<file path="src/rtl/pngf_pkg.sv">
package pngf_pkg;

  localparam int MAX_RESULTS = 12;
  localparam int COUNT_BITS = $clog2(MAX_RESULTS + 1);

  localparam logic [31:0] CRC_POLY = 32'hEDB88320;
  localparam logic [31:0] CRC_INIT = 32'hFFFFFFFF;

  localparam logic CMD_START = 1'b0;
  localparam logic CMD_DATA = 1'b1;

  localparam logic [1:0] STATUS_OK = 2'd0;
  localparam logic [1:0] STATUS_NO_CHUNK = 2'd1;
  localparam logic [1:0] STATUS_CHUNK_OPEN = 2'd2;

  localparam logic [7:0] TYPE_I = 8'h49;
  localparam logic [7:0] TYPE_D = 8'h44;
  localparam logic [7:0] TYPE_A = 8'h41;
  localparam logic [7:0] TYPE_T = 8'h54;

  // reflected CRC-32, one byte
  function automatic logic [31:0] crc_add(input logic [31:0] c_in, input logic [7:0] b);
    logic [31:0] c;
    c = c_in ^ {24'd0, b};
    for (int k = 0; k < 8; k++) begin
      c = c[0] ? ((c >> 1) ^ CRC_POLY) : (c >> 1);
    end
    return c;
  endfunction

  // running CRC after the four type bytes, not yet inverted
  localparam logic [31:0] CRC_AFTER_TYPE =
    crc_add(crc_add(crc_add(crc_add(CRC_INIT, TYPE_I), TYPE_D), TYPE_A), TYPE_T);

  typedef struct packed {
    logic [MAX_RESULTS-1:0][7:0] bytes;
    logic [COUNT_BITS-1:0]       count;
    logic                        done;
    logic [1:0]                  status;
  } burst_t;

endpackage

</file>
<file path="src/rtl/pngf_burst.sv">
module pngf_burst (
  input  logic             clk,
  input  logic             rst,
  input  logic             load,
  input  pngf_pkg::burst_t burst,
  output logic             can_load,
  output logic             out_valid,
  input  logic             out_ready,
  output logic [7:0]       out_byte,
  output logic             out_last,
  output logic             out_done,
  output logic [1:0]       out_status
);

  logic [pngf_pkg::MAX_RESULTS-1:0][7:0] bytes;
  logic [pngf_pkg::COUNT_BITS-1:0]       remaining;
  logic                                  done;
  logic [1:0]                            status;
  logic                                  last;

  assign last       = (remaining == pngf_pkg::COUNT_BITS'(1));
  assign out_valid  = (remaining != '0);
  assign can_load   = (remaining == '0) || (last && out_ready);
  assign out_byte   = bytes[0];
  assign out_last   = last;
  assign out_done   = done && last;
  assign out_status = status;

  always_ff @(posedge clk) begin
    if (rst) begin
      remaining <= '0;
    end else if (load) begin
      remaining <= burst.count;
    end else if (out_valid && out_ready) begin
      remaining <= remaining - pngf_pkg::COUNT_BITS'(1);
    end
  end

  always_ff @(posedge clk) begin
    if (load) begin
      bytes  <= burst.bytes;
      done   <= burst.done;
      status <= burst.status;
    end else if (out_valid && out_ready) begin
      // advance to the next byte of the burst
      bytes <= bytes >> 8;
    end
  end

endmodule

</file>
<file path="src/rtl/png_idat_chunk_framer_crc32_top.sv">
// The first output byte of a request is valid in the cycle after it is accepted.
// A data byte yields one output byte (five when it closes the chunk); a start yields
// eight, twelve for a zero-length chunk and one while a chunk is open. A new request
// is taken in the cycle the last byte of the previous one leaves.
// Reset (rst, synchronous, active high) closes any chunk, clears the byte count,
// sets the CRC to all ones and drops any pending output.
module png_idat_chunk_framer_crc32_top #(
  parameter int LENGTH_BITS = 31
) (
  input  logic        clk,
  input  logic        rst,
  input  logic        s_tvalid,
  output logic        s_tready,
  input  logic [39:0] s_tdata,  // chunk_length[30:0], data_byte[38:31], zero pad
  input  logic        s_tuser,  // command
  output logic        m_tvalid,
  input  logic        m_tready,
  output logic [7:0]  m_tdata,  // out_byte[7:0]
  output logic        m_tlast,  // run_last
  output logic [2:0]  m_tuser   // chunk_done[0], status[2:1]
);

  logic [LENGTH_BITS-1:0] bytes_left;
  logic [LENGTH_BITS-1:0] bytes_left_next;
  logic [31:0]            crc_accum;
  logic [31:0]            crc_accum_next;
  logic                   chunk_open;
  logic                   chunk_open_next;

  logic                   accept;
  logic                   command;
  logic [LENGTH_BITS-1:0] len;
  logic [31:0]            len32;
  logic [7:0]             data_byte;
  logic [31:0]            crc_data;
  logic [31:0]            crc_out;
  logic [LENGTH_BITS-1:0] left_dec;
  pngf_pkg::burst_t       burst;
  logic                   out_done;
  logic [1:0]             out_status;

  assign command   = s_tuser;
  assign len       = s_tdata[LENGTH_BITS-1:0];
  assign len32     = 32'(len);
  assign data_byte = s_tdata[38:31];
  assign accept    = s_tvalid && s_tready;

  assign crc_data = pngf_pkg::crc_add(crc_accum, data_byte);
  assign left_dec = bytes_left - LENGTH_BITS'(1);

  always_comb begin
    burst           = '0;
    bytes_left_next = bytes_left;
    crc_accum_next  = crc_accum;
    chunk_open_next = chunk_open;
    crc_out         = '0;
    if (command == pngf_pkg::CMD_START) begin
      if (chunk_open) begin
        burst.count  = pngf_pkg::COUNT_BITS'(1);
        burst.status = pngf_pkg::STATUS_CHUNK_OPEN;
      end else begin
        crc_out        = ~pngf_pkg::CRC_AFTER_TYPE;
        burst.bytes[0] = len32[31:24];
        burst.bytes[1] = len32[23:16];
        burst.bytes[2] = len32[15:8];
        burst.bytes[3] = len32[7:0];
        burst.bytes[4] = pngf_pkg::TYPE_I;
        burst.bytes[5] = pngf_pkg::TYPE_D;
        burst.bytes[6] = pngf_pkg::TYPE_A;
        burst.bytes[7] = pngf_pkg::TYPE_T;
        burst.status   = pngf_pkg::STATUS_OK;
        if (len == '0) begin
          // empty chunk: close at once with the CRC of the type alone
          burst.bytes[8]  = crc_out[31:24];
          burst.bytes[9]  = crc_out[23:16];
          burst.bytes[10] = crc_out[15:8];
          burst.bytes[11] = crc_out[7:0];
          burst.count     = pngf_pkg::COUNT_BITS'(12);
          burst.done      = 1'b1;
          crc_accum_next  = pngf_pkg::CRC_INIT;
          bytes_left_next = '0;
        end else begin
          burst.count     = pngf_pkg::COUNT_BITS'(8);
          crc_accum_next  = pngf_pkg::CRC_AFTER_TYPE;
          bytes_left_next = len;
          chunk_open_next = 1'b1;
        end
      end
    end else begin
      if (!chunk_open) begin
        burst.count  = pngf_pkg::COUNT_BITS'(1);
        burst.status = pngf_pkg::STATUS_NO_CHUNK;
      end else begin
        crc_out        = ~crc_data;
        burst.bytes[0] = data_byte;
        burst.status   = pngf_pkg::STATUS_OK;
        if (left_dec == '0) begin
          burst.bytes[1]  = crc_out[31:24];
          burst.bytes[2]  = crc_out[23:16];
          burst.bytes[3]  = crc_out[15:8];
          burst.bytes[4]  = crc_out[7:0];
          burst.count     = pngf_pkg::COUNT_BITS'(5);
          burst.done      = 1'b1;
          crc_accum_next  = pngf_pkg::CRC_INIT;
          bytes_left_next = '0;
          chunk_open_next = 1'b0;
        end else begin
          burst.count     = pngf_pkg::COUNT_BITS'(1);
          crc_accum_next  = crc_data;
          bytes_left_next = left_dec;
        end
      end
    end
  end

  always_ff @(posedge clk) begin
    if (rst) begin
      bytes_left <= '0;
      crc_accum  <= pngf_pkg::CRC_INIT;
      chunk_open <= 1'b0;
    end else if (accept) begin
      bytes_left <= bytes_left_next;
      crc_accum  <= crc_accum_next;
      chunk_open <= chunk_open_next;
    end
  end

  pngf_burst u_burst (
    .clk        (clk),
    .rst        (rst),
    .load       (accept),
    .burst      (burst),
    .can_load   (s_tready),
    .out_valid  (m_tvalid),
    .out_ready  (m_tready),
    .out_byte   (m_tdata),
    .out_last   (m_tlast),
    .out_done   (out_done),
    .out_status (out_status)
  );

  assign m_tuser = {out_status, out_done};

endmodule

</file>
<file path="config.mk">
export PLATFORM = sky130hd
export DESIGN_NAME = png_idat_chunk_framer_crc32_top
export DESIGN_NICKNAME = d
export VERILOG_FILES = /design/src/rtl/pngf_pkg.sv /design/src/rtl/pngf_burst.sv /design/src/rtl/png_idat_chunk_framer_crc32_top.sv
export SDC_FILE = /design/constraint.sdc
export NUM_CORES = 1
export LEC_CHECK = 0
export BUFFER_PORTS_ARGS = -buffer_cell sky130_fd_sc_hd__clkbuf_2
export CAP_MARGIN = 20
export CORE_MARGIN = 3
export CORE_UTILIZATION = 40
export CTS_BUF_LIST = sky130_fd_sc_hd__clkbuf_2 sky130_fd_sc_hd__clkbuf_4 sky130_fd_sc_hd__clkbuf_8
export DETAILED_ROUTE_END_ITERATION = 8
export RECOVER_POWER = 100
export SYNTH_ARGS = -nofsm -noshare
export SYNTH_HDL_FRONTEND = slang
export SYNTH_SLANG_ARGS = --single-unit
</file>
<file path="constraint.sdc">
create_clock -name clk -period 10.57 [get_ports clk]
set_clock_uncertainty 0.15 [all_clocks]
set_input_delay 1.5855 -clock clk [delete_from_list [all_inputs] [get_ports clk]]
set_output_delay 1.5855 -clock clk [all_outputs]
set_load 0.01 [all_outputs]
</file>
==> results of run 1 <==
## Yosys cell counts, types with 4 or more instances
library cell | count | area share
o21ai_1 | 38 | 0.023
and3_1 | 32 | 0.025
a211o_1 | 8 | 0.0086
nor4_2 | 4 | 0.0062
xor2_1 | 26 | 0.028
o41a_1 | 10 | 0.014
a221oi_1 | 6 | 0.0065
nor3_1 | 26 | 0.016
nand3_1 | 15 | 0.0092
o2bb2ai_1 | 4 | 0.0043
xnor2_1 | 57 | 0.061
dfxtp_1 | 68 | 0.17
o311a_1 | 8 | 0.0098
ha_1 | 6 | 0.0092
o21ai_0 | 32 | 0.020
buf_6 | 4 | 0.0055
o31ai_1 | 5 | 0.0046
nand2b_1 | 12 | 0.0092
buf_1 | 7 | 0.0032
buf_4 | 9 | 0.0083
a21o_1 | 5 | 0.0046
nor2_1 | 53 | 0.024
o32a_1 | 6 | 0.0074
or4_1 | 4 | 0.0037
a211oi_1 | 11 | 0.010
a21oi_1 | 69 | 0.042
or2_1 | 16 | 0.012
edfxtp_1 | 75 | 0.28
inv_1 | 13 | 0.0060
or3_1 | 9 | 0.0069
a31oi_1 | 5 | 0.0038
or2_2 | 6 | 0.0046
buf_2 | 7 | 0.0043
nor4_1 | 17 | 0.013
nand2_1 | 68 | 0.031
a22oi_1 | 9 | 0.0083
and2_1 | 23 | 0.018
clkbuf_1 | 48 | 0.022
nand4_1 | 9 | 0.0069
## routing by layer
layer	global-route usage	vias up	share of wire
li1	-	3256	-
met1	0.310	3221	0.47
met2	0.307	226	0.44
met3	0.0420	39	0.060
met4	0.0734	0	0.026
met5	0	-	0
## layout make-up
type	instances	share of cell area
multi-input combinational	645	0.463
sequential	143	0.406
timing repair buffer	71	0.0398
tap	265	0.0373
clock buffer	17	0.0263
clock inverter	15	0.0210
inverter	16	0.00675
## power by group through the flow
stage	Sequential [mW]	Combinational [mW]	Clock, mW
6_report	1.02	1.57	0.476
4_1_cts	1.01	1.59	0.486
3_5_place_dp	1.02	1.58	0
2_1_floorplan	0.978	1.24	0
3_3_place_gp	1.02	1.57	0
5_1_grt	1.05	1.75	0.509
## sequential cells by signal, summed over array words and instances, names as in the netlist
| register | flops |
|---|---|
| u_burst.done | 1 |
| u_burst.bytes | 64 |
| u_burst.out_status | 2 |
| chunk_open | 1 |
| u_burst.out_byte | 8 |
| u_burst.remaining | 4 |
| bytes_left | 31 |
| crc_accum | 32 |
## how the worst max path moves through the flow
stage | cells past startpoint | start | endpoint
2_1_floorplan | 7 | s_tvalid | u_burst.remaining[2]$_SDFFE_PP0P_
3_3_place_gp | 10 | s_tuser | crc_accum[25]$_SDFFE_PP1P_
3_5_place_dp | 10 | s_tuser | crc_accum[22]$_SDFFE_PP1P_
4_1_cts | 10 | s_tuser | crc_accum[22]$_SDFFE_PP1P_
5_1_grt | 10 | s_tuser | crc_accum[22]$_SDFFE_PP1P_
6_report | 10 | s_tuser | crc_accum[22]$_SDFFE_PP1P_
## cell families after synthesis
group | Yosys count | synth area share
adders and majority gates | 6 | 0.00923
buffers and inverters | 91 | 0.0509
and+or+nand+nor | 315 | 0.212
AOI/OAI and AO/OA | 240 | 0.193
muxes | 1 | 0.00123
xor gates and xnor gates | 83 | 0.0894
DFF | 143 | 0.444
==> flow_summary.yaml, run 1 <==
logic_synthesis:
  synth_nets: 930
  syn_avg_cell_area_um2: 9.25
  synth_area_um2: 8130
  synth_cell_types: 70
  synth_edf_count: 75
  yosysSeqAreaShare: 0.444
  syn_inst: 879
  synth_flop_cell: "edfxtp_1"
  async_flop_share: 0
  ys_seq_elements: 143
  yosysWarnings: 0
placement:
  port_buffers: 57
  gp_congestion: 0.929
  dp.cells: 1140
  dpl_cell_area_um2: 8510
  hpwl_mm: 15.3
  preCtsSetupSlack_ns: 5.61
setup_path:
  reg2reg_to: "crc_accum[6]$_SDFFE_PP1P_"
  cp_top_family: "buffers and inverters"
  crit_top_cell: "clkbuf_1"
  cp-end-kind: "register"
  worst_path_largest_cell_delay_ns: 2.21
  reg2reg_depth: 13
  cp.arrival_ns: 7.36
  critical_path_class: "in2reg"
  worstPathCellList: "clkbuf_2, clkbuf_1, inv_2, clkbuf_1, ha_1, nor2_4, buf_4, nand2_1, o32a_1, or2_0"
  start_kind: "input port"
  rrSetupSlack_ns: 4.18
  cp_num_buf_inv: 5
  crit_required_ns: 10.76
  cp_max_fo: 65
  r2r-start: "u_burst.remaining[0]$_SDFFE_PP0P_"
  slowest_stage: "clkbuf_1"
layout:
  utilization: 0.451
  num-fill-cells: 1955
  final_area_um2: 8890
  seq_area_um2: 3610
  final_nets: 945
  drive_gt1_frac: 0.118
  final_cell_mix: "edfxtp_1, o21ai_0, a21oi_1"
  multi_input_area_um2: 4120
  layout_commonest_cell: "edfxtp_1"
  final_cells: 1172
  area_delta_synth_final_pct: 9.40
  n_antenna_cell: 0
timing:
  fmax_mhz: 140
  fin_crit_ns: 7.16
  setup_tns_ns: 0
  worst_pin_slew_ns: 4.04
  maxSlewViolCount: 308
  whs_ns: 0.344
  max_slew_margin: -1.69
  setup_ws_ns: 3.41
  rsz0062_at_grt: "no"
  hold_violations: 0
  finalCritPeriodShare: 0.678
  setup_viol: 0
pwr:
  p_int_mw: 1.71
  vdd_drop_max_uv: 122
  p_switching_mw: 1.36
  power_frac_clock: 0.155
  power_density_nw_per_um2: 345
  p_leak_nw: 3.26
  power_frac_comb: 0.511
  p_total_mw: 3.07
  switching_share: 0.443
  pwr-share-seq: 0.333
global_routing:
  antenna_found_initial: 0
  grt_pass1_wl_mm: 36.1
  grt_pass1_vias: 6267
  grt_max_degree: 78
  grtUsageTotal: 0.211
  overflow: 0
clock_network:
  clk_latency_ns: 0.46
  cts_buffers: 17
  clk_path_buf_depth: 2
  clock-sinks: 143
  cts_hold_buf: 0
  cts_setup_buffers: 0
  cts_root_buf: "clkbuf_8"
  cts_resized: 0
  cts_max_level: 4
  cts_tree: "built"
  clk_pin_slew_ns: 0.09
drt:
  ant_nets: 0
  routed_via_density: 5.75
  drc_errors: 0
  drtPass1Iterations: 5
  vias: 6742
  drtIter0Drc: 626
  routedWlPerCell_um: 19.5
  drt-total-wl_mm: 22.8
status:
  status: "finished, violations left"
  violations: "max-capacitance violations, max-slew violations"
die:
  io-pin-count: 59
  fp.coreArea_um2: 19700
  chipHeight_um: 149
  fp-row-count: 51
  initial_core_util: 0.412
  die_w_um: 149
  dieArea_um2: 22100
job:
  cap_viol_max_count: 5
worst_hold_path:
  worstHoldPathCells: 1
  min_from: "crc_accum[2]$_SDFFE_PP1P_"
  min_to: "crc_accum[2]$_SDFFE_PP1P_"
  min_path_type: "reg2reg"
(Power assumes the default switching activity.)
==> run 2: changes to the inputs <==
==> constraint.sdc (replaced) <==
create_clock -name clk -period 6.2 [get_ports clk]
set_clock_uncertainty 0.15 [all_clocks]
set_input_delay 0.93 -clock clk [delete_from_list [all_inputs] [get_ports clk]]
set_output_delay 0.93 -clock clk [all_outputs]
set_load 0.01 [all_outputs]
==> run 2 against run 1 <==
- the run still ends with max-capacitance violations, max-slew violations left
- clock power is 72% higher
- largest cell class unchanged
- die area stayed put
- sequential power is 70% higher
==> flow_summary.yaml, run 2 (synthesized netlist as in run 1, its figures left out) <==
die:
  die_w_um: 149
  fp.coreArea_um2: 19700
  initial_core_util: 0.412
  chipHeight_um: 149
  fp-row-count: 51
  dieArea_um2: 22100
  io-pin-count: 59
setup_path:
  worstPathCellList: "clkbuf_2, clkbuf_1, clkinv_1, ha_1, nor2_4, nand2_1, o32a_1, or2_1"
  reg2reg_to: "u_burst.bytes[19]$_DFFE_PP_"
  crit_required_ns: 6.41
  cp_max_fo: 51
  rrSetupSlack_ns: 1.70
  cp.arrival_ns: 5.15
  cp_num_buf_inv: 3
  cp_top_family: "buffers and inverters"
  critical_path_class: "in2reg"
  cp-end-kind: "register"
  r2r-start: "bytes_left[0]$_SDFFE_PP0P_"
  start_kind: "input port"
  reg2reg_depth: 11
  slowest_stage: "clkbuf_1"
  worst_path_largest_cell_delay_ns: 1.56
clock_network:
  cts_max_level: 4
  clk_pin_slew_ns: 0.09
  clk_path_buf_depth: 2
  cts_hold_buf: 0
  cts_root_buf: "clkbuf_8"
  clock-sinks: 143
  cts_setup_buffers: 0
  cts_tree: "built"
  clk_latency_ns: 0.47
  cts_buffers: 17
  cts_resized: 0
drt:
  vias: 6807
  drc_errors: 0
  ant_nets: 0
  drtPass1Iterations: 5
  routed_via_density: 5.79
  routedWlPerCell_um: 20.0
  drt-total-wl_mm: 23.5
  drtIter0Drc: 731
worst_hold_path:
  min_path_type: "reg2reg"
  worstHoldPathCells: 1
  min_to: "crc_accum[2]$_SDFFE_PP1P_"
  min_from: "crc_accum[2]$_SDFFE_PP1P_"
timing:
  fmax_mhz: 202
  hold_violations: 0
  setup_viol: 0
  maxSlewViolCount: 52
  rsz0062_at_grt: "no"
  setup_ws_ns: 1.26
  finalCritPeriodShare: 0.797
  fin_crit_ns: 4.94
  setup_tns_ns: 0
  worst_pin_slew_ns: 2.19
  max_slew_margin: -0.463
layout:
  seq_area_um2: 3610
  layout_commonest_cell: "edfxtp_1"
  reg_top3: "u_burst.bytes: 64 flops, crc_accum: 32 flops, bytes_left: 31 flops"
  area_delta_synth_final_pct: 9.93
  final_cells: 1176
  largest_reg_flops: 64
  n_antenna_cell: 0
  final_nets: 949
  multi_input_area_um2: 4110
  num-fill-cells: 1905
  final_cell_mix: "edfxtp_1, o21ai_0, a21oi_1"
  utilization: 0.453
  drive_gt1_frac: 0.122
  top_register: "u_burst.bytes"
  final_area_um2: 8940
placement:
  dpl_cell_area_um2: 8540
  preCtsSetupSlack_ns: 1.93
  hpwl_mm: 15.9
  port_buffers: 57
  dp.cells: 1144
  gp_congestion: 0.908
global_routing:
  antenna_found_initial: 0
  grt_max_degree: 69
  grt_pass1_wl_mm: 36.4
  grtUsageTotal: 0.213
  overflow: 0
  grt_pass1_vias: 6266
job:
  cap_viol_max_count: 1
pwr:
  p_leak_nw: 3.29
  power_density_nw_per_um2: 588
  vdd_drop_max_uv: 264
status:
  status: "finished, violations left"
  violations: "max-capacitance violations, max-slew violations"
[run 2: cell count changes in the layout (fill, tap and decap cells not counted), sizes merged]
cell	previous run	this run
clkbuf	78	76
inv	26	25
buf	10	16
clkinv	3	4
[run 2: per-layer routing]
| layer | routed length (µm) | track usage |
|---|---|---|
| met1 | 10900 | 0.306 |
| met3 | 1460 | 0.0433 |
| met5 | 0 | 0 |
| met2 | 10500 | 0.316 |
| met4 | 706 | 0.0845 |
[run 2: power by group]
part           internal, mW  switching (mW)  leakage (nW)
Clock                 0.383           0.438         0.219
Combinational         0.993            1.71          1.76
Sequential             1.52           0.207          1.31
[run 2: stage by stage]
stage | hold slack [ns] | total power, mW
final | 0.341 | 5.25
after global routing | 0.365 | 5.64
after CTS | 0.343 | 5.29
after detailed placement | 0.323 | 4.46
after global placement | 0.314 | 4.43
after floorplan | 0.306 | 3.79
[run 2: worst reg2reg max path: cells and delay by family, from the launching register on]
| kind | cells | cell delay, ns |
|---|---|---|
| adder cells (fa/ha/maj) | 1 | 0.30 |
| AO/OA/AOI/OAI | 2 | 0.84 |
| AND/OR/NAND/NOR | 6 | 2.16 |
| buffers and inverters | 2 | 0.45 |
| flip-flops | 1 | 0.40 |
[run 2: layout make-up]
class / instances / area share
clock buffer: 17 / 0.0262
clock inverter: 15 / 0.0217
inverter: 16 / 0.00672
multi-input combinational: 645 / 0.460
sequential: 143 / 0.404
tap: 265 / 0.0371
timing repair buffer: 75 / 0.0438
[run 2: worst max path at each step]
stage,slack [ns],end,startpoint,depth (start not counted)
2_1_floorplan,2.75,u_burst.remaining[2]$_SDFFE_PP0P_,s_tvalid,7
3_3_place_gp,1.89,u_burst.bytes[19]$_DFFE_PP_,bytes_left[0]$_SDFFE_PP0P_,11
3_5_place_dp,1.93,u_burst.bytes[19]$_DFFE_PP_,bytes_left[0]$_SDFFE_PP0P_,11
4_1_cts,1.87,u_burst.bytes[19]$_DFFE_PP_,bytes_left[0]$_SDFFE_PP0P_,11
5_1_grt,0.94,crc_accum[7]$_SDFFE_PP1P_,s_tuser,8
6_report,1.26,crc_accum[7]$_SDFFE_PP1P_,s_tuser,8
==> run 3: changes to the inputs <==
--- a/config.mk
+++ b/config.mk
@@ -5,6 +5,7 @@
 export SDC_FILE = /design/constraint.sdc
 export NUM_CORES = 1
 export LEC_CHECK = 0
+export ABC_AREA = 1
 export BUFFER_PORTS_ARGS = -buffer_cell sky130_fd_sc_hd__clkbuf_2
 export CAP_MARGIN = 20
 export CORE_MARGIN = 3
==> constraint.sdc (replaced) <==
create_clock -name clk -period 4 [get_ports clk]
set_clock_uncertainty 0.15 [all_clocks]
set_input_delay 0.6 -clock clk [delete_from_list [all_inputs] [get_ports clk]]
set_output_delay 0.6 -clock clk [all_outputs]
set_load 0.01 [all_outputs]
==> run 3 against run 2 <==
- the flow still finishes with violations (max-capacitance violations, max-slew violations)
- sequential cell count did not move
- register-to-register slack lost 1.0 ns
- worst setup slack got worse by 0.56 ns
- combinational power is 72% higher
- critical path depth unchanged
- clock power up 47%
- sequential power up 54%
- first-iteration DRC count down 27%
- die area up 4.0%
- area after synthesis grew 4.1%
- routed wire length grew 1.7%
- critical path type is now reg2reg
- largest power group unchanged
==> flow_summary.yaml, run 3 <==
layout:
  final_cell_mix: "nand2_1, nor2_1, inv_1"
  top_register: "u_burst.bytes"
  layout_commonest_cell: "nand2_1"
  area_delta_synth_final_pct: 9.33
  reg_top3: "u_burst.bytes: 64 flops, crc_accum: 32 flops, bytes_left: 31 flops"
  drive_gt1_frac: 0.115
  final_nets: 1177
  n_antenna_cell: 0
  largest_reg_flops: 64
die:
  chipHeight_um: 151
  die_w_um: 151
  fp-row-count: 52
  initial_core_util: 0.413
  dieArea_um2: 22900
  io-pin-count: 59
  fp.coreArea_um2: 20500
timing:
  setup_viol: 0
  fin_crit_ns: 3.30
  fmax_mhz: 303
  worst_pin_slew_ns: 2.02
  setup_tns_ns: 0
  setup_ws_ns: 0.702
  rsz0062_at_grt: "no"
  finalCritPeriodShare: 0.825
  max_slew_margin: -0.348
  hold_violations: 0
  maxSlewViolCount: 83
  whs_ns: 0.338
worst_hold_path:
  worstHoldPathCells: 3
  min_path_type: "in2reg"
logic_synthesis:
  synth_flop_cell: "edfxtp_1"
  async_flop_share: 0
  ys_seq_elements: 143
  synth.top_cell.area_share: 0.266
  syn_inst: 1094
  yosysWarnings: 0
  yosys-top-cells-area: "edfxtp_1, dfxtp_1, nand2_1"
  syn_avg_cell_area_um2: 7.74
  synth_nets: 1145
  synth_edf_count: 75
  yosysSeqAreaShare: 0.427
  synth.most_common_cell: "nand2_1"
  synth_area_leader_cell: "edfxtp_1"
  synth_area_um2: 8470
  ys_top_cells_by_count: "nand2_1, nor2_1, inv_1, a21oi_1, edfxtp_1"
  synth_cell_types: 46
clock_network:
  clock-sinks: 143
  cts_buffers: 17
  cts_resized: 0
  cts_hold_buf: 0
  clk_latency_ns: 0.47
  clk_path_buf_depth: 2
  clk_pin_slew_ns: 0.09
  cts_max_level: 4
  cts_tree: "built"
  cts_root_buf: "clkbuf_8"
  cts_setup_buffers: 0
job:
  cap_viol_max_count: 2
pwr:
  pwr-share-seq: 0.311
  p_leak_nw: 3.96
  p_switching_mw: 4.11
  vdd_drop_max_uv: 515
  power_density_nw_per_um2: 922
  switching_share: 0.481
  power_frac_comb: 0.547
  power_frac_clock: 0.141
  p_int_mw: 4.43
setup_path:
  cp.arrival_ns: 3.44
  cp-end-kind: "register"
  crit_required_ns: 4.14
  start_kind: "register"
  reg2reg_depth: 8
  cp_max_fo: 41
  critical_path_class: "reg2reg"
drt:
  vias: 7348
  drtIter0Drc: 536
  ant_nets: 0
  drc_errors: 0
  drt-total-wl_mm: 23.9
  routedWlPerCell_um: 17.0
  routed_via_density: 5.22
  drtPass1Iterations: 5
status:
  violations: "max-capacitance violations, max-slew violations"
  status: "finished, violations left"
global_routing:
  grt_pass1_vias: 6840
  grt_max_degree: 71
  grtUsageTotal: 0.214
  antenna_found_initial: 0
  overflow: 0
  grt_pass1_wl_mm: 37.8
placement:
  gp_congestion: 0.903
  hpwl_mm: 16.9
  preCtsSetupSlack_ns: 0.992
  port_buffers: 57
[run 3: cells by family after synthesis]
kind of cell,synth area share
AOI/OAI and AO/OA,0.136
xor gates and xnor gates,0.0907
adders and majority gates,0.00887
buffers and inverters,0.0788
DFF,0.427
and+or+nand+nor,0.259
[run 3: cell type report]
cell class                      count  area [µm²]
Fill cell                        2118       11200
Multi-Input combinational cell    790        4140
Sequential cell                   143        3610
Inverter                          105         395
Timing Repair Buffer               69         370
Tap cell                          270         338
Clock buffer                       17         234
Clock inverter                     15         165
[run 3: routing by layer]
metal | track usage | vias to the layer above | part of all wire
li1 | - | 3655 | -
met1 | 0.300 | 3404 | 0.46
met2 | 0.329 | 242 | 0.45
met3 | 0.0354 | 47 | 0.062
met4 | 0.0848 | 0 | 0.030
met5 | 0 | - | 0
[run 3: power groups by stage]
stage | clock (mW) | combinational [mW] | sequential, mW
6_report | 1.21 | 4.67 | 2.66
5_1_grt | 1.28 | 5.28 | 2.72
4_1_cts | 1.22 | 4.74 | 2.66
3_5_place_dp | 0 | 4.72 | 2.69
3_3_place_gp | 0 | 4.70 | 2.68
2_1_floorplan | 0 | 3.65 | 2.63
[run 3: path summary, 6_finish.rpt]
path	from	endpoint	slack [ns]
setup / recovery	u_burst.remaining[0]$_SDFFE_PP0P_	u_burst.bytes[15]$_DFFE_PP_	0.70
hold reg to reg	crc_accum[4]$_SDFFE_PP1P_	crc_accum[4]$_SDFFE_PP1P_	0.35
setup reg to reg	u_burst.remaining[0]$_SDFFE_PP0P_	u_burst.bytes[15]$_DFFE_PP_	0.70
hold / removal	s_tdata[25]	bytes_left[25]$_SDFFE_PP0P_	0.34
[run 3: worst max-delay path, stage by stage (launching register included)]
cell      delay [ns]
dfxtp_1         0.37
inv_1           0.08
ha_1            0.22
nand2_1         0.12
o21ai_0         0.11
nand2_1         0.13
clkbuf_1        1.35
a21oi_1         0.27
a21oi_2         0.31
[run 3: stage by stage]
stage	cell area, µm²	util	instances	power, mW
6_report	9260	0.452	1409	8.54
5_1_grt	9260	0.452	1409	9.28
4_1_cts	9330	0.455	1408	8.62
3_5_place_dp	8930	0.436	1376	7.41
3_3_place_gp	8930	0.436	1376	7.38
2_1_floorplan	8470	-	1094	6.28
